===== config.mk =====
export PLATFORM = sky130hd
export DESIGN_NAME = round_robin_ready_queue_core
export DESIGN_NICKNAME = d
export VERILOG_FILES = /design/src/rtl/rrq_pkg.sv /design/src/rtl/round_robin_ready_queue_core.sv /design/src/rtl/rrq_ready_queue.sv
export SDC_FILE = /design/constraint.sdc
export NUM_CORES = 1
export LEC_CHECK = 0
export BUFFER_PORTS_ARGS = -buffer_cell sky130_fd_sc_hd__buf_2
export CAP_MARGIN = 25
export CELL_PAD_IN_SITES_DETAIL_PLACEMENT = 0
export CELL_PAD_IN_SITES_GLOBAL_PLACEMENT = 1
export CORE_ASPECT_RATIO = 2
export CORE_UTILIZATION = 50
export CTS_BUF_LIST = sky130_fd_sc_hd__clkbuf_4
export DETAILED_ROUTE_END_ITERATION = 8
export PLACE_DENSITY_LB_ADDON = 0.1
export SYNTH_ARGS = -nofsm -noshare
export SYNTH_HDL_FRONTEND = slang
export SYNTH_SLANG_ARGS = --single-unit

===== constraint.sdc =====
create_clock -name clk_i -period 3.65 [get_ports clk_i]
set_input_delay 0.365 -clock clk_i [delete_from_list [all_inputs] [get_ports clk_i]]
set_output_delay 0.365 -clock clk_i [all_outputs]
set_load 0.02 [all_outputs]

===== src/rtl/rrq_pkg.sv =====
// Shared types, constants and codes of the round robin ready queue scheduler.
package rrq_pkg;

  localparam int unsigned ThreadIdW        = 4;
  localparam int unsigned PrioW            = 8;
  localparam int unsigned MaxThreads       = 16;
  localparam int unsigned NumThreadsDefault = 16;
  localparam logic [PrioW-1:0] MainPrioReset = 8'd31;

  typedef logic [ThreadIdW-1:0] tid_t;
  typedef logic [PrioW-1:0]     prio_t;

  typedef enum logic {
    KIND_CREATE   = 1'b0,
    KIND_SCHEDULE = 1'b1
  } kind_e;

  typedef enum logic [1:0] {
    ERR_OK     = 2'd0,
    ERR_EMPTY  = 2'd1,
    ERR_IN_USE = 2'd2
  } err_e;

  // queue control from the scheduler to the ready queue
  typedef struct packed {
    logic push;
    logic pop;
  } rrq_qctl_t;

endpackage


===== src/rtl/round_robin_ready_queue_core.sv =====
// Top level of the round robin thread scheduler with a FIFO ready queue.
//
// Thread scheduler with a FIFO ready queue held in one synchronous memory.
// After reset thread 0 runs with priority and tick budget main_priority
// (31 by default) and is not queued. A create request (kind 0) marks an
// unused thread as used and appends it, with its priority, to the queue
// tail; a used id or an id at or beyond NUM_THREADS gives error 2. A
// schedule request (kind 1) appends the running thread to the tail unless
// current_blocked is set, then pops the head and runs it; a blocked thread
// with an empty queue gives error 1 and the current thread keeps running.
// Every request gives exactly one result: the running thread, its tick
// budget (always equal to its priority, since ticks are only reloaded) and
// the error code. Timing: the accept edge updates the queue pointers, writes
// a pushed entry and launches the read of the head entry; the next cycle
// takes the read data and loads the result register, but stalls while the
// result register still holds an untaken result. Writing main_priority also
// sets thread 0's priority, also for a thread 0 that currently sits in the
// queue; the user must make writes only while the block is idle, which the
// block does not enforce. No clearing pass is needed after reset.
module round_robin_ready_queue_core #(
  parameter int unsigned NUM_THREADS = rrq_pkg::NumThreadsDefault
) (
  input  logic                           clk_i,
  input  logic                           rst_ni,
  // configuration write channel
  input  logic                           cfg_valid_i,
  output logic                           cfg_ready_o,
  input  logic [rrq_pkg::PrioW-1:0]      cfg_main_priority_i,
  // request channel
  input  logic                           in_valid_i,
  output logic                           in_ready_o,
  input  logic                           kind_i,
  input  logic [rrq_pkg::ThreadIdW-1:0]  thread_id_i,
  input  logic [rrq_pkg::PrioW-1:0]      priority_req_i,
  input  logic                           current_blocked_i,
  // result channel
  output logic                           out_valid_o,
  input  logic                           out_ready_i,
  output logic [rrq_pkg::ThreadIdW-1:0]  next_thread_o,
  output logic [rrq_pkg::PrioW-1:0]      next_ticks_o,
  output logic [1:0]                     error_o
);
  import rrq_pkg::*;

  // thread ids are 4 bits wide, so at most 16 threads ever exist
  localparam int unsigned NumSlots = (NUM_THREADS < MaxThreads) ? NUM_THREADS : MaxThreads;
  localparam int unsigned IdxW     = $clog2(NumSlots);
  localparam int unsigned EntryW   = IdxW + PrioW;

  typedef enum logic {
    ST_IDLE,
    ST_FINISH
  } state_e;

  state_e             state_q;
  logic [NumSlots-1:0] used_q;
  logic [IdxW-1:0]    cur_q;
  prio_t              cur_prio_q;
  prio_t              main_prio_q;
  logic               pend_pop_q;
  err_e               pend_err_q;
  logic               out_valid_q;
  tid_t               out_thread_q;
  prio_t              out_ticks_q;
  err_e               out_err_q;

  logic               in_acc;
  logic               out_free;
  logic               is_create;
  logic               id_in_range;
  logic [IdxW-1:0]    id_idx;
  logic               create_ok;
  logic               q_empty;
  rrq_qctl_t          qctl;
  logic [EntryW-1:0]  q_wdata;
  logic [EntryW-1:0]  q_rdata;
  logic [IdxW-1:0]    pop_id;
  prio_t              pop_prio;
  logic [IdxW-1:0]    nxt_id;
  prio_t              nxt_prio;
  err_e               req_err;

  assign cfg_ready_o = 1'b1;
  assign in_ready_o  = (state_q == ST_IDLE);
  assign in_acc      = in_valid_i && in_ready_o;
  assign out_free    = !out_valid_q || out_ready_i;

  // request decode
  assign is_create   = (kind_e'(kind_i) == KIND_CREATE);
  assign id_in_range = (32'(thread_id_i) < NUM_THREADS);
  assign id_idx      = thread_id_i[IdxW-1:0];
  assign create_ok   = id_in_range && !used_q[id_idx];

  always_comb begin
    qctl.push = 1'b0;
    qctl.pop  = 1'b0;
    req_err   = ERR_OK;
    if (is_create) begin
      qctl.push = in_acc && create_ok;
      if (!create_ok) begin
        req_err = ERR_IN_USE;
      end
    end else begin
      // an empty queue with a runnable thread: it is neither requeued nor
      // popped, so nothing in the queue changes
      qctl.pop  = in_acc && !q_empty;
      qctl.push = in_acc && !q_empty && !current_blocked_i;
      if (current_blocked_i && q_empty) begin
        req_err = ERR_EMPTY;
      end
    end
  end

  assign q_wdata = is_create ? {id_idx, priority_req_i} : {cur_q, cur_prio_q};

  rrq_ready_queue #(
    .Depth (NumSlots),
    .DataW (EntryW)
  ) u_ready_queue (
    .clk_i   (clk_i),
    .rst_ni  (rst_ni),
    .ctl_i   (qctl),
    .wdata_i (q_wdata),
    .rdata_o (q_rdata),
    .empty_o (q_empty)
  );

  assign pop_id   = q_rdata[EntryW-1:PrioW];
  assign pop_prio = q_rdata[PrioW-1:0];
  assign nxt_id   = pend_pop_q ? pop_id : cur_q;
  // thread 0 always carries the live main priority
  assign nxt_prio = (nxt_id == '0) ? main_prio_q : (pend_pop_q ? pop_prio : cur_prio_q);

  always_ff @(posedge clk_i or negedge rst_ni) begin
    if (!rst_ni) begin
      state_q      <= ST_IDLE;
      used_q       <= NumSlots'(1);
      cur_q        <= '0;
      cur_prio_q   <= MainPrioReset;
      main_prio_q  <= MainPrioReset;
      pend_pop_q   <= 1'b0;
      pend_err_q   <= ERR_OK;
      out_valid_q  <= 1'b0;
      out_thread_q <= '0;
      out_ticks_q  <= '0;
      out_err_q    <= ERR_OK;
    end else begin
      if (cfg_valid_i && cfg_ready_o) begin
        main_prio_q <= cfg_main_priority_i;
      end
      // in ST_FINISH a taken result is replaced below
      if (out_valid_q && out_ready_i && (state_q != ST_FINISH)) begin
        out_valid_q <= 1'b0;
      end
      case (state_q)
        ST_IDLE: begin
          if (in_acc) begin
            if (is_create && create_ok) begin
              used_q[id_idx] <= 1'b1;
            end
            pend_pop_q <= qctl.pop;
            pend_err_q <= req_err;
            state_q    <= ST_FINISH;
          end
        end
        ST_FINISH: begin
          if (out_free) begin
            cur_q        <= nxt_id;
            cur_prio_q   <= nxt_prio;
            out_valid_q  <= 1'b1;
            out_thread_q <= ThreadIdW'(nxt_id);
            out_ticks_q  <= nxt_prio;
            out_err_q    <= pend_err_q;
            state_q      <= ST_IDLE;
          end
        end
        default: begin
          state_q <= ST_IDLE;
        end
      endcase
    end
  end

  assign out_valid_o   = out_valid_q;
  assign next_thread_o = out_thread_q;
  assign next_ticks_o  = out_ticks_q;
  assign error_o       = out_err_q;

endmodule


===== src/rtl/rrq_ready_queue.sv =====
// Ready queue: circular FIFO in a synchronous memory with registered read data.
module rrq_ready_queue #(
  parameter int unsigned Depth = rrq_pkg::MaxThreads,
  parameter int unsigned DataW = rrq_pkg::ThreadIdW + rrq_pkg::PrioW
) (
  input  logic              clk_i,
  input  logic              rst_ni,
  input  rrq_pkg::rrq_qctl_t ctl_i,
  input  logic [DataW-1:0]  wdata_i,
  output logic [DataW-1:0]  rdata_o,
  output logic              empty_o
);
  import rrq_pkg::*;

  localparam int unsigned PtrW = (Depth > 1) ? $clog2(Depth) : 1;
  localparam int unsigned CntW = $clog2(Depth + 1);
  localparam logic [PtrW-1:0] LastPtr = PtrW'(Depth - 1);
  localparam logic [CntW-1:0] FullCnt = CntW'(Depth);

  logic [DataW-1:0] mem [Depth];
  logic [DataW-1:0] rdata_q;
  logic [PtrW-1:0]  head_q, head_d;
  logic [PtrW-1:0]  tail_q, tail_d;
  logic [CntW-1:0]  count_q, count_d;
  logic             do_push;
  logic             do_pop;

  assign empty_o = (count_q == '0);
  assign do_push = ctl_i.push && (count_q != FullCnt);
  assign do_pop  = ctl_i.pop && !empty_o;
  assign rdata_o = rdata_q;

  always_comb begin
    head_d  = head_q;
    tail_d  = tail_q;
    count_d = count_q;
    if (do_push) begin
      tail_d = (tail_q == LastPtr) ? '0 : tail_q + 1'b1;
    end
    if (do_pop) begin
      head_d = (head_q == LastPtr) ? '0 : head_q + 1'b1;
    end
    if (do_push && !do_pop) begin
      count_d = count_q + 1'b1;
    end else if (do_pop && !do_push) begin
      count_d = count_q - 1'b1;
    end
  end

  always_ff @(posedge clk_i or negedge rst_ni) begin
    if (!rst_ni) begin
      head_q  <= '0;
      tail_q  <= '0;
      count_q <= '0;
    end else begin
      head_q  <= head_d;
      tail_q  <= tail_d;
      count_q <= count_d;
    end
  end

  // push and pop never touch the same entry: a pop needs a non-empty queue
  always_ff @(posedge clk_i) begin
    if (do_push) begin
      mem[tail_q] <= wdata_i;
    end
    if (do_pop) begin
      rdata_q <= mem[head_q];
    end
  end

endmodule

Word level (Yosys, flattened, before mapping) --
Memory sizes are Yosys's and may differ from the RTL's. A register that Yosys moved wholly into a read port is not among the register bits. Cells that the tools add are included.
Operators by class: reductions and logical operators 26, eq/ne operators 3, muxes and demuxes 25, order comparisons 2, $add $sub $neg 4, bitwise gates (word level) 3
Operators by type and width (count):
- $mux 8 | 2
- $or 16x16->16 | 1
- $logic_and 1x1->1 | 13
- $mux 1 | 12
- $mux 12 | 1
- $mux 4 | 3
- $mux 5 | 2
- $add 4x1->4 const B | 2
- $eq 4x4->1 const B | 2
- $logic_not 1->1 | 6
- $add 5x1->5 const B | 1
- $logic_not 5->1 | 1
- $lt 4x5->1 const B | 1
- $ne 5x5->1 const B | 1
- $sub 5x1->5 const B | 1
- $bmux 1 s4 | 1
- $demux 1 s4 | 1
- $ge 4x1->1 const B | 1
- $logic_not 4->1 | 1
- $mux 2 | 2
- $reduce_and 2->1 | 2
- $reduce_and 3->1 | 1
- $not 1->1 | 2
- $pmux 1 s2 | 1
- 2 further kinds | 2
Word-level totals: logic and storage cells 77, bits in writable memories 192, output and inout port bits 17, flip-flop bits (word level) 64, memories kept 1, bits of input ports 27
Memory list:
- u_ready_queue.mem | words 16, bits a word 12, read ports 1, clocked after Yosys merged registers in 1, write ports 1, line rrq_ready_queue.sv:20 | logic [DataW-1:0] mem [Depth];

Longest topological paths before layout --
Gate-level depths: netlist of run 1.
depth in word-level cells 10, mapped depth 15, mapped depth without buffers 14

By module --
From an unflattened synthesis of run 1, not the netlist that was laid out.
Second synthesis, totals: cells, all modules 621, area total of the unflattened synthesis 10816.6 um^2
By module, submodules not included:
- rrq_ready_queue | area each 8448.1 um^2, times used 1, sequential area each 6451.2 um^2, cells an instance 414
- round_robin_ready_queue_core | area each 2368.5 um^2, times used 1, sequential area each 1214.9 um^2, cells an instance 207

Worst setup path before layout of run 1 --
No wires, ideal clock.
path kind register to register, start point reg u_ready_queue.count_q[1], end point reg u_ready_queue.count_q[4], buffers on the path 1, data required time 3.527 ns, cell stages (with the launch flop) 16, period minus slack after synthesis 3.427 ns, setup slack 0.223 ns, data arrival time 3.304 ns, setup time 0.123 ns, cells stage by stage dfrtp_1 -> nor4_2 -> nand2_1 -> nand4_2 -> inv_1 -> a222oi_1 -> nor2_2 -> buf_2 -> ha_1 -> inv_1 -> ha_1 -> a21o_1 -> a21oi_1 -> xnor2_1 -> nor2_1 -> xnor2_1
Between the ends: elaborated cells between the ends (all ways) 18, those cells by class add/sub: 2; eq/ne: 1; mux: 4; reduce/logical: 11
RTL lines:
- start, declared | line rrq_ready_queue.sv:24 | logic [CntW-1:0] count_q, count_d;
- start signal, assigned | line rrq_ready_queue.sv:58 | count_q <= count_d;
- $logic_not 5->1 (*) | line rrq_ready_queue.sv:28 | assign empty_o = (count_q == '0);
- $logic_not 1->1 (*) | line round_robin_ready_queue_core.sv:106, rrq_ready_queue.sv:30
- $logic_and 1x1->1 | line round_robin_ready_queue_core.sv:106 | qctl.pop = in_acc && !q_empty;
- $mux 1 | line round_robin_ready_queue_core.sv:98 | if (is_create) begin
- $logic_and 1x1->1 (*) | line rrq_ready_queue.sv:30 | assign do_pop = ctl_i.pop && !empty_o;
- net u_ready_queue.do_pop | line rrq_ready_queue.sv:26 | logic do_pop;
- $logic_not 1->1 | line rrq_ready_queue.sv:43 | if (do_push && !do_pop) begin
- $logic_and 1x1->1 | line rrq_ready_queue.sv:43
- $mux 5 / $reduce_bool 2->1 (equally long branches)
Mark *: on every way through the listed nets, which the timed path passes. The rest lies on a longest branch. The select of a mux whose other input is x is not followed. A chain may end at the register's enable or synchronous reset.

Final worst setup path of run 1 --
start point reg u_ready_queue.count_q[0], end point reg u_ready_queue.count_q[4]
Same word-level chain as after synthesis.

==> results of run 1 <==
==> cells in the mapped netlist, drive strengths merged (10+ instances only) <==
cell / count
and3: 10
buf: 13
clkbuf: 21
dfrtp: 50
dfstp: 11
edfxtp: 204
inv: 10
mux2: 26
mux2i: 14
mux4: 62
nand2: 47
nor2: 14
==> logic make-up (layout without fill, tap and decap cells) <==
| family | after synthesis | after routing | share of synthesized area (%) |
|---|---|---|---|
| and+or+nand+nor | 95 | 95 | 4.492 |
| DFF | 265 | 265 | 71.49 |
| other | 1 | 2 | 0.03497 |
| muxes | 102 | 102 | 17.06 |
| adders and majority gates | 10 | 10 | 1.237 |
| AOI/OAI and AO/OA | 49 | 49 | 3.360 |
| xor gates and xnor gates | 7 | 7 | 0.5717 |
| buffers and inverters | 44 | 195 | 1.762 |
==> worst paths after layout <==
check | depth (start not counted) | end | slack (ns)
setup / recovery | 15 | u_ready_queue.count_q[4] | 0.40
hold / removal | 2 | main_prio_q[6] | 0.06
setup reg to reg | 15 | u_ready_queue.count_q[4] | 0.40
hold reg to reg | 1 | used_q[3] | 0.47
max in group asynchronous | 3 | main_prio_q[1] | 2.44
min in group asynchronous | 2 | used_q[1] | 0.28
==> registers in the layout (all words and copies together), names as in the netlist <==
| register | flops |
|---|---|
| cur_prio_q | 8 |
| error_o | 2 |
| main_prio_q | 8 |
| next_thread_o | 4 |
| next_ticks_o | 5 |
| out_valid_o | 1 |
| pend_err_q | 2 |
| pend_pop_q | 1 |
| state_q | 1 |
| u_ready_queue.count_q | 5 |
| u_ready_queue.head_q | 4 |
| u_ready_queue.mem | 192 |
| u_ready_queue.rdata_o | 12 |
| u_ready_queue.tail_q | 4 |
| used_q | 16 |
==> through the flow <==
stage	area [um^2]	std cells	worst slack, ns
after floorplan	10720	573	0.2232
after global placement	11270	866	0.2242
after detailed placement	11270	866	0.1076
after CTS	12190	992	0.1671
after global routing	12240	994	0.04150
final	12240	994	0.3994
==> per-layer routing <==
layer / GRT usage [%] / vias to the layer above
met5: 0 / -
li1: - / 2523
met1: 24.22 / 2859
met3: 4.148 / 62
met2: 40.29 / 167
met4: 12.07 / 0
==> timing repair <==
item	CTS	global route
resized for setup	0	4
endpoints found under the hold margin	45	0
endpoints found under the setup margin	0	2
hold buffers	15	0
==> worst max-delay path, stage by stage (launching register included) <==
cell	delay, ns
dfrtp_1	0.47
nor4_4	0.33
nand2_2	0.15
nand4_4	0.17
inv_1	0.08
a222oi_1	0.33
buf_4	0.20
nor2_4	0.08
ha_1	0.22
inv_1	0.14
ha_1	0.28
a21o_1	0.19
a21oi_1	0.19
xnor2_1	0.14
nor2_1	0.07
xnor2_1	0.12
==> where the power goes <==
group / switching [mW] / leakage (nW) / total, mW / internal, mW
registers: 0.442 / 2.57 / 4.32 / 3.88
logic: 1.23 / 1.47 / 2.43 / 1.20
clock network: 1.16 / 0.460 / 2.32 / 1.16
==> cells in the final DEF (no fill, tap or decap), drive strengths merged, types with 3 or more instances in the layout <==
cell	instances
a21o	7
a21oi	7
a31o	9
a41o	4
and2	3
and3	10
and4	4
buf	59
clkbuf	86
clkinv	22
dfrtp	50
dfstp	11
dlygate4sd3	15
edfxtp	204
ha	9
inv	12
mux2	26
mux2i	14
mux4	62
nand2	47
nor2	14
nor2b	4
nor3	3
o211ai	5
o21ai	6
o22ai	3
xnor2	5
==> layout make-up <==
type | instances | area (um^2)
Tap cell | 269 | 336.6
Sequential cell | 265 | 7671
Fill cell | 1656 | 8783
Timing Repair Buffer | 74 | 520.5
Antenna cell | 1 | 2.502
Clock inverter | 25 | 128.9
Multi-Input combinational cell | 264 | 2894
Inverter | 10 | 37.54
Clock buffer | 86 | 645.6
==> metrics.md, run 1 <==
| Metric | Value |
|---|---|
| Run status | completed |
| Post-CTS setup buffer count | 0 |
| Top Ports | 44 |
| Syn_area_per_cell | 18.72 um^2 |
| Drt wl/cell | about 23 um |
| Final hold violations | 0 |
| Drt first pass iters | 4 |
| Row cnt | 75 |
| Synth warn | 0 |
| Initial antenna violation count | 1 |
| Critical Path Source Type | flop |
| Number of DRC markers in iteration 0 | 280 |
| Slew headroom | 38.06% |
| Critical Path Sink Type | flop |
| Die ar. | 0.02207 mm^2 |
| Placed wire-length estimate | 14160 um |
| Post-synth EDFFs | between 200 and 250 |
| Min-Delay Path Class | in -> reg |
| Leak | 4.497 nW |
| CTS tree | yes |
| Final-report setup violation count | 0 |
| # clock sinks | roughly 270 |
| H-tree depth | 2 |
| First-pass GRT wire length | about 35000 um |
| Area share of the leading cell type in the synthesized netlist | 57.12% |
| Die width | 105.6 um |
| Min-delay src | cfg_valid_i |
| Critical Path Source | u_ready_queue.count_q[0] |
| P&R area growth vs syn | 14.11% |
| Max-slew violation count | 0 |
| Core region area | 0.02102 mm^2 |
| Antenna Nets Post-Route | 0 |
| DIE HEIGHT | 209.1 um |
| Initial Util | 51.02% |
| Clock skew | ~0.02 ns |
| Post-Route Utilization | 58.21% |
| Routed WL | 23100 um |
| Minimum clock period | 3.251 ns |
| Routability cong. | between 0.7 and 0.8 |
| GR Overflow Total | 0 |
| Final #Nets | between 700 and 800 |
| IO buf count | 42 |
| Yosys top cell by area | edfxtp_1 |
| Count of cell types in the netlist | about 50 |
| Async SR Flop Fraction | approximately 23% |
| Met3 WL | around 1100 um |
| Setup TNS | 0 ns |
| WS Path Type | reg -> reg |
| CTS buffer count | 60 |
| Max-Cap Viols | 0 |
| CTS max path bufs | 3 |
| Vias per std cell | between 5 and 6 |
| Largest net degree at the start of global routing | 36 |
| Number of global-route vias before repair | 6189 |
| Final Power | around 9.1 mW |
| Sequential area share after synthesis | 71.49% |
| Met2 WL | 12850 um |
| Skew-Pair Late Insertion Delay | 0.72 ns |
| Arr. time, crit path | about 3.9 ns |
| Worst Path Required | 4.25 ns |
| Post-synth top flop | edfxtp_1 |
| Max VDD drop | 0.4230 mV |
| CTS clk-pin slew, worst paths | ~0.08 ns |
| Tightest Pin Transition | roughly 0.93 ns |
| Syn nets | 610 |
| Synth area leaders | edfxtp_1, mux4_2, dfrtp_1, mux2_2, dfstp_2 |
| Worst-path fanout max | 18 |
| Reg2reg start | u_ready_queue.count_q[0] |
| Layout cells sized above 1 | 36.88% |
| Top Metal Used | met4 |
| P per Cell Area | 741.7 mW/mm^2 |
| Via count | between 5k and 6k |
| RSZ-0062 raised after global routing | no |
| Register bit total from synthesis | 265 |
| Netlist Area Pre-Place | 0.01072 mm^2 |
| GR Util All Layers | 22.21% |
| Clock tree root driver cell | clkbuf_4 |
| Final hold slack | 0.06191 ns |
| M1 wire length | 8239 um |
| Fmax | 307.6 MHz |
| Residual DRC | 0 |
| Mapped Cells | 573 |
| Tcrit/Tclk final | 89.06% |
No activity file was read; power rests on OpenSTA's default activity.
==> run 2, diff against run 1 <==
- CORE_ASPECT_RATIO: 2 -> 1.25
==> metrics.md, run 2 (synthesized netlist as in run 1, its figures left out) <==
| Metric | Value |
|---|---|
| Run status | completed (unchanged) |
| Final hold slack | 0.1276 ns (was 0.06191 ns) |
| GR Util All Layers | 21.34% (was 22.21%) |
| Worst-path fanout max | 18 (unchanged) |
| Skew-Pair Late Insertion Delay | 0.64 ns (was 0.72 ns) |
| Reg2reg start | u_ready_queue.count_q[1] (was u_ready_queue.count_q[0]) |
| Placed cells | 863 (was 866) |
| # clock sinks | 265 (unchanged) |
| WS Path Type | reg -> reg (unchanged) |
| Multi-input gate area | 0.002889 mm^2 (was 0.002894 mm^2) |
| Largest Register | u_ready_queue.mem (unchanged) |
| CTS buffer count | 69 (was 60) |
| Initial Util | 51.33% (was 51.02%) |
| RR Endpoint | u_ready_queue.count_q[4] (unchanged) |
| Largest net degree at the start of global routing | 54 (was 36) |
| Max-slew violation count | 0 (unchanged) |
| DIE HEIGHT | 165.7 um (was 209.1 um) |
| Clock skew | 0.03094 ns (was 0.01992 ns) |
| Number of DRC markers in iteration 0 | 313 (was 280) |
| Number of flip-flops in the largest register | 192 (unchanged) |
| Min-Delay Path Class | in -> reg (unchanged) |
| Tightest Pin Transition | 0.9625 ns (was 0.9290 ns) |
| Placed wire-length estimate | 12930 um (was 14160 um) |
| Fmax | 295.1 MHz (was 307.6 MHz) |
| Vias per std cell | 5.642 (was 5.645) |
| CTS tree | yes (unchanged) |
| Commonest non-fill, non-tap cell in the layout | edfxtp_1 (unchanged) |
| Worst-case reg-to-reg path depth | 15 (unchanged) |
| Worst hold path depth | 2 (unchanged) |
| Crit-path cells | nor4_4 -> nand2_2 -> nand4_4 -> inv_1 -> a222oi_1 -> buf_4 -> nor2_2 -> ha_1 -> inv_1 -> ha_1 -> a21o_1 -> a21oi_1 -> xnor2_1 -> nor2_1 -> xnor2_1 (was nor4_4 -> nand2_2 -> nand4_4 -> inv_1 -> a222oi_1 -> buf_4 -> nor2_4 -> ha_1 -> inv_1 -> ha_1 -> a21o_1 -> a21oi_1 -> xnor2_1 -> nor2_1 -> xnor2_1) |
| Routed WL | 22060 um (was 23100 um) |
| Via count | 5597 (was 5611) |
| Net Sw Power | 2.768 mW (was 2.828 mW) |
| Filler instances | 1602 (was 1656) |
| Critical Path Source Type | flop (unchanged) |
| Post-CTS setup buffer count | 0 (unchanged) |
| Final-report setup violation count | 0 (unchanged) |
| Antenna Nets Post-Route | 0 (unchanged) |
| Drt wl/cell | 22.24 um (was 23.24 um) |
| Routability cong. | 0.7737 (was 0.7990) |
| Comb pwr share | 27.5% (was 26.8%) |
| Max-Cap Viols | 0 (unchanged) |
| First-pass GRT wire length | 34610 um (was 35260 um) |
| Number of global-route vias before repair | 6080 (was 6189) |
| Reg power frac | 45.5% (was 47.6%) |
| Hold Path Sink | main_prio_q[6] (unchanged) |
| Arr. time, crit path | 3.90 ns (was 3.85 ns) |
| CTS clk-pin slew, worst paths | 0.07 ns (was 0.08 ns) |
| Top Ports | 44 (unchanged) |
| Tcrit/Tclk final | 92.85% (was 89.06%) |
| Initial antenna violation count | 1 (unchanged) |
| Seq. cell area | 0.007669 mm^2 (was 0.007671 mm^2) |
| Row cnt | 59 (was 75) |
| Slowest-stage cell, CP | dfrtp_1 (unchanged) |
| P per Cell Area | 753.3 mW/mm^2 (was 741.7 mW/mm^2) |
| Non-filler cells, final | 992 (was 994) |
| Leak | 4.487 nW (was 4.497 nW) |
| RSZ-0062 raised after global routing | no (unchanged) |
| Drt first pass iters | 5 (was 4) |
| Cell-internal power | 6.437 mW (was 6.248 mW) |
| Most frequent cells in the layout | edfxtp_1, clkbuf_4, mux4_2 (unchanged) |
| Clk pwr share | 27.0% (was 25.6%) |
| Final hold violations | 0 (unchanged) |
| Layout cells sized above 1 | 38.08% (was 36.88%) |
| Die width | 133.0 um (was 105.6 um) |
| Setup TNS | 0 ns (unchanged) |
| Sw frac | 30.07% (was 31.15%) |
| Critical Path Sink Type | flop (unchanged) |
| Slew headroom | 35.83% (was 38.06%) |
| Max VDD drop | 0.5722 mV (was 0.4230 mV) |
| Final #Nets | 709 (was 712) |
| H-tree depth | 3 (was 2) |
| Die ar. | 0.02204 mm^2 (was 0.02207 mm^2) |
| CTS max path bufs | 3 (unchanged) |
| R2r setup slk | 0.26 ns (was 0.40 ns) |
| Minimum clock period | 3.389 ns (was 3.251 ns) |
| IO buf count | 42 (unchanged) |
| Core region area | 0.02089 mm^2 (was 0.02102 mm^2) |
| Clock tree root driver cell | clkbuf_4 (unchanged) |
| Residual DRC | 0 (unchanged) |
| Final Power | 9.205 mW (was 9.076 mW) |
| Min-delay src | cfg_valid_i (unchanged) |
| Family with the most delay on the worst path | simple AND/OR/NAND/NOR gates (unchanged) |
| Worst Path Required | 4.16 ns (was 4.25 ns) |
| CP bufs+invs | 3 (unchanged) |
| GR Overflow Total | 0 (unchanged) |
| Largest stage delay on the critical path | 0.44 ns (was 0.47 ns) |
| P&R area growth vs syn | 13.94% (was 14.11%) |
==> run 2: changes by cell type in the layout (fill, tap and decap cells not counted), sizes merged <==
cell / before / now
inv: 12 / 11
clkinv: 22 / 9
dlygate4sd3: 15 / 12
clkbuf: 86 / 104
buf: 59 / 50
clkinvlp: 0 / 1
==> run 2: worst reg2reg max path, cell delays in order, from the launching register on <==
cell and delay [ns]:
dfrtp_1 0.44, nor4_4 0.33, nand2_2 0.14, nand4_4 0.16
inv_1 0.09, a222oi_1 0.41, buf_4 0.21, nor2_2 0.11
ha_1 0.24, inv_1 0.14, ha_1 0.29, a21o_1 0.19
a21oi_1 0.18, xnor2_1 0.14, nor2_1 0.06, xnor2_1 0.13
==> run 2: power by group through the flow <==
stage / Combinational (mW) / Sequential [mW] / Clock, mW
2_1_floorplan: 1.86 / 4.18 / 0
3_3_place_gp: 2.41 / 4.26 / 0
3_5_place_dp: 2.54 / 4.25 / 0
4_1_cts: 2.56 / 4.19 / 2.57
5_1_grt: 2.77 / 4.24 / 2.73
6_report: 2.53 / 4.19 / 2.48
==> run 2: stage by stage <==
step / utilization (%) / instance area (um^2) / setup slack [ns]
final: 58.49 / 12220 / 0.2610
after global routing: 58.49 / 12220 / 0.02674
after CTS: 58.38 / 12200 / 0.1187
after detailed placement: 53.71 / 11220 / 0.04929
after global placement: 53.58 / 11190 / 0.2019
after floorplan: - / 10720 / 0.2232
==> run 2: what timing repair did <==
| action | CTS | global route |
|---|---|---|
| endpoints found under the setup margin | 0 | 1 |
| hold buffers | 12 | 0 |
| resized for setup | 0 | 3 |
| hold endpoints to repair | 46 | 0 |
==> run 2: worst max-delay path by stage <==
| stage | cells after the start | endpoint | startpoint | slack (ns) |
|---|---|---|---|---|
| 3_3_place_gp | 14 | u_ready_queue.count_q[4] | thread_id_i[0] | 0.20 |
| 2_1_floorplan | 15 | u_ready_queue.count_q[4] | u_ready_queue.count_q[1] | 0.22 |
| 4_1_cts | 15 | u_ready_queue.count_q[4] | u_ready_queue.count_q[1] | 0.12 |
| 6_report | 15 | u_ready_queue.count_q[4] | u_ready_queue.count_q[1] | 0.26 |
| 5_1_grt | 15 | u_ready_queue.count_q[4] | u_ready_queue.count_q[1] | 0.03 |
| 3_5_place_dp | 14 | u_ready_queue.count_q[4] | thread_id_i[0] | 0.05 |
==> run 2: metal layers <==
layer  track usage, %  part of all wire [%]
met2            35.78                    52
met5                0                     0
met1            26.95                    41
met4            7.946                   1.6
met3            5.189                   5.4
==> run 2: layout make-up <==
type                    count  area share [%]
well taps                 274           2.806
repair buffers             62           3.461
clock inverters            12          0.6144
multi-input cells         264           23.64
diodes                      1         0.02048
inverters                  10          0.3072
clock buffers             104           6.390
flip-flops and latches    265           62.76
==> run 3, diff against run 2 <==
- CORE_UTILIZATION: 50 -> 30
==> metrics.md, run 3 (synthesized netlist as in run 1, its figures left out) <==
| Metric | Value |
|---|---|
| Run status | completed (unchanged) |
| Setup TNS | 0 ns (unchanged) |
| Largest stage delay on the critical path | 0.46 ns (was 0.44 ns) |
| Die width | 171.1 um (was 133.0 um) |
| Antenna Nets Post-Route | 0 (unchanged) |
| GR Overflow Total | 0 (unchanged) |
| Max-Cap Viols | 0 (unchanged) |
| Final-report setup violation count | 0 (unchanged) |
| P&R area growth vs syn | 17.02% (was 13.94%) |
| Max VDD drop | 0.2398 mV (was 0.5722 mV) |
| Final #Nets | 713 (was 709) |
| Row cnt | 77 (was 59) |
| Fmax | 310.3 MHz (was 295.1 MHz) |
| Worst hold path depth | 2 (unchanged) |
| DIE HEIGHT | 213.4 um (was 165.7 um) |
| Drt wl/cell | 21.51 um (was 22.24 um) |
| Leak | 4.542 nW (was 4.487 nW) |
| Arr. time, crit path | 3.78 ns (was 3.90 ns) |
| IO buf count | 42 (unchanged) |
| Number of DRC markers in iteration 0 | 305 (was 313) |
| CTS buffer count | 71 (was 69) |
| Layout cells sized above 1 | 39.09% (was 38.08%) |
| Number of flip-flops in the largest register | 192 (unchanged) |
| Via count | 5696 (was 5597) |
| Routed WL | 25810 um (was 22060 um) |
| P per Cell Area | 759.2 mW/mm^2 (was 753.3 mW/mm^2) |
| Drt first pass iters | 4 (was 5) |
| Final hold slack | 0.08841 ns (was 0.1276 ns) |
| Clk pwr share | 28.5% (was 27.0%) |
| Min-Delay Path Class | in -> reg (unchanged) |
| Tightest Pin Transition | 1.016 ns (was 0.9625 ns) |
| Skew-Pair Late Insertion Delay | 0.70 ns (was 0.64 ns) |
| # clock sinks | 265 (unchanged) |
| Routability cong. | 0.7324 (was 0.7737) |
| Critical Path Source Type | flop (unchanged) |
| Top Ports | 44 (unchanged) |
| Slew headroom | 32.24% (was 35.83%) |
| RSZ-0062 raised after global routing | no (unchanged) |
| Slowest-stage cell, CP | a222oi_1 (was dfrtp_1) |
| Vias per std cell | 4.747 (was 5.642) |
| WS Path Type | reg -> reg (unchanged) |
| Worst-case reg-to-reg path depth | 14 (was 15) |
| Most frequent cells in the layout | edfxtp_1, clkbuf_4, mux4_2 (unchanged) |
| Worst-path fanout max | 6 (was 18) |
| Commonest non-fill, non-tap cell in the layout | edfxtp_1 (unchanged) |
| Final Power | 9.528 mW (was 9.205 mW) |
| Post-CTS setup buffer count | 0 (unchanged) |
| Comb pwr share | 26.7% (was 27.5%) |
| Number of global-route vias before repair | 6267 (was 6080) |
| CTS tree | yes (unchanged) |
| Minimum clock period | 3.223 ns (was 3.389 ns) |
| Tcrit/Tclk final | 88.30% (was 92.85%) |
| Clock skew | 0.03471 ns (was 0.03094 ns) |
| H-tree depth | 3 (unchanged) |
| GR Util All Layers | 14.92% (was 21.34%) |
| Reg power frac | 44.8% (was 45.5%) |
| Largest Register | u_ready_queue.mem (unchanged) |
| Initial Util | 30.41% (was 51.33%) |
| Worst Path Required | 4.21 ns (was 4.16 ns) |
| Crit-path cells | nor4_2 -> nand2_1 -> nand4_2 -> inv_1 -> a222oi_1 -> nor2_2 -> ha_1 -> inv_1 -> ha_1 -> a21o_1 -> a21oi_1 -> xnor2_1 -> nor2_1 -> xnor2_1 (was nor4_4 -> nand2_2 -> nand4_4 -> inv_1 -> a222oi_1 -> buf_4 -> nor2_2 -> ha_1 -> inv_1 -> ha_1 -> a21o_1 -> a21oi_1 -> xnor2_1 -> nor2_1 -> xnor2_1) |
| CTS clk-pin slew, worst paths | 0.06 ns (was 0.07 ns) |
| Sw frac | 30.87% (was 30.07%) |
| Critical Path Sink Type | flop (unchanged) |
| CTS max path bufs | 3 (unchanged) |
| Core region area | 0.03526 mm^2 (was 0.02089 mm^2) |
| Largest net degree at the start of global routing | 53 (was 54) |
| Die ar. | 0.03651 mm^2 (was 0.02204 mm^2) |
| Net Sw Power | 2.941 mW (was 2.768 mW) |
| Max-slew violation count | 0 (unchanged) |
| Initial antenna violation count | 2 (was 1) |
| Cell-internal power | 6.587 mW (was 6.437 mW) |
| Residual DRC | 0 (unchanged) |
| Clock tree root driver cell | clkbuf_4 (unchanged) |
| First-pass GRT wire length | 38760 um (was 34610 um) |
| Placed wire-length estimate | 15270 um (was 12930 um) |
| Final hold violations | 0 (unchanged) |
==> run 3: changes by cell type in the layout (fill, tap and decap cells not counted), sizes merged, moves of 2 or more <==
cell    previous run  this run
buf               50        52
inv               11        13
clkbuf           104       109
clkinv             9         7
==> run 3: power groups by stage <==
stage	clock [mW]	combinational, mW	sequential (mW)
3_5_place_dp	0	2.59	4.34
6_report	2.72	2.54	4.27
4_1_cts	2.86	2.60	4.28
5_1_grt	2.99	2.78	4.34
3_3_place_gp	0	2.52	4.33
2_1_floorplan	0	1.86	4.18
==> run 3: what timing repair did <==
action	CTS	global route
hold buffers	12	0
gates resized for setup	0	0
hold endpoints to repair	45	0
==> run 3: cell type report <==
| class | instances | area [um^2] |
|---|---|---|
| antenna | 2 | 5.005 |
| clock buffer | 109 | 818.3 |
| clock inverter | 12 | 112.6 |
| fill | 3384 | 22710 |
| inverter | 10 | 37.54 |
| multi-input combinational | 264 | 2869 |
| sequential | 265 | 7671 |
| tap | 474 | 593.1 |
| timing repair buffer | 64 | 442.9 |
==> run 3: worst paths after layout <==
kind,start,endpoint,slack (ns)
setup reg to reg,u_ready_queue.count_q[1],u_ready_queue.count_q[4],0.43
max in group asynchronous,rst_ni,main_prio_q[1],2.39
setup / recovery,u_ready_queue.count_q[1],u_ready_queue.count_q[4],0.43
hold reg to reg,used_q[3],used_q[3],0.46
hold / removal,cfg_valid_i,main_prio_q[7],0.09
min in group asynchronous,rst_ni,next_thread_o[0],0.35
==> run 3: layer usage <==
| metal | track usage (%) | up-vias | share of wire, % |
|---|---|---|---|
| li1 | - | 2538 | - |
| met1 | 17.24 | 2943 | 40 |
| met2 | 26.18 | 160 | 52 |
| met3 | 3.728 | 55 | 5.8 |
| met4 | 6.404 | 0 | 2.3 |
| met5 | 0 | - | 0 |
==> run 3: critical path, delay by kind of cell (launching register included) <==
kind | cells | cell delay (ns)
buffers and inverters | 2 | 0.22
and+or+nand+nor | 5 | 0.81
AOI/OAI and AO/OA | 3 | 0.86
adders and majority gates | 2 | 0.51
xor gates and xnor gates | 2 | 0.26
DFF | 1 | 0.43
==> run 3: through the flow <==
stage | cells | utilization [%] | area [um^2] | worst slack, ns
5_1_grt | 1200 | 35.59 | 12550 | 0.1094
3_3_place_gp | 1065 | 32.60 | 11490 | 0.3404
2_1_floorplan | 573 | - | 10720 | 0.2232
3_5_place_dp | 1065 | 32.60 | 11490 | 0.2397
6_report | 1200 | 35.59 | 12550 | 0.4272
4_1_cts | 1198 | 35.58 | 12540 | 0.3114
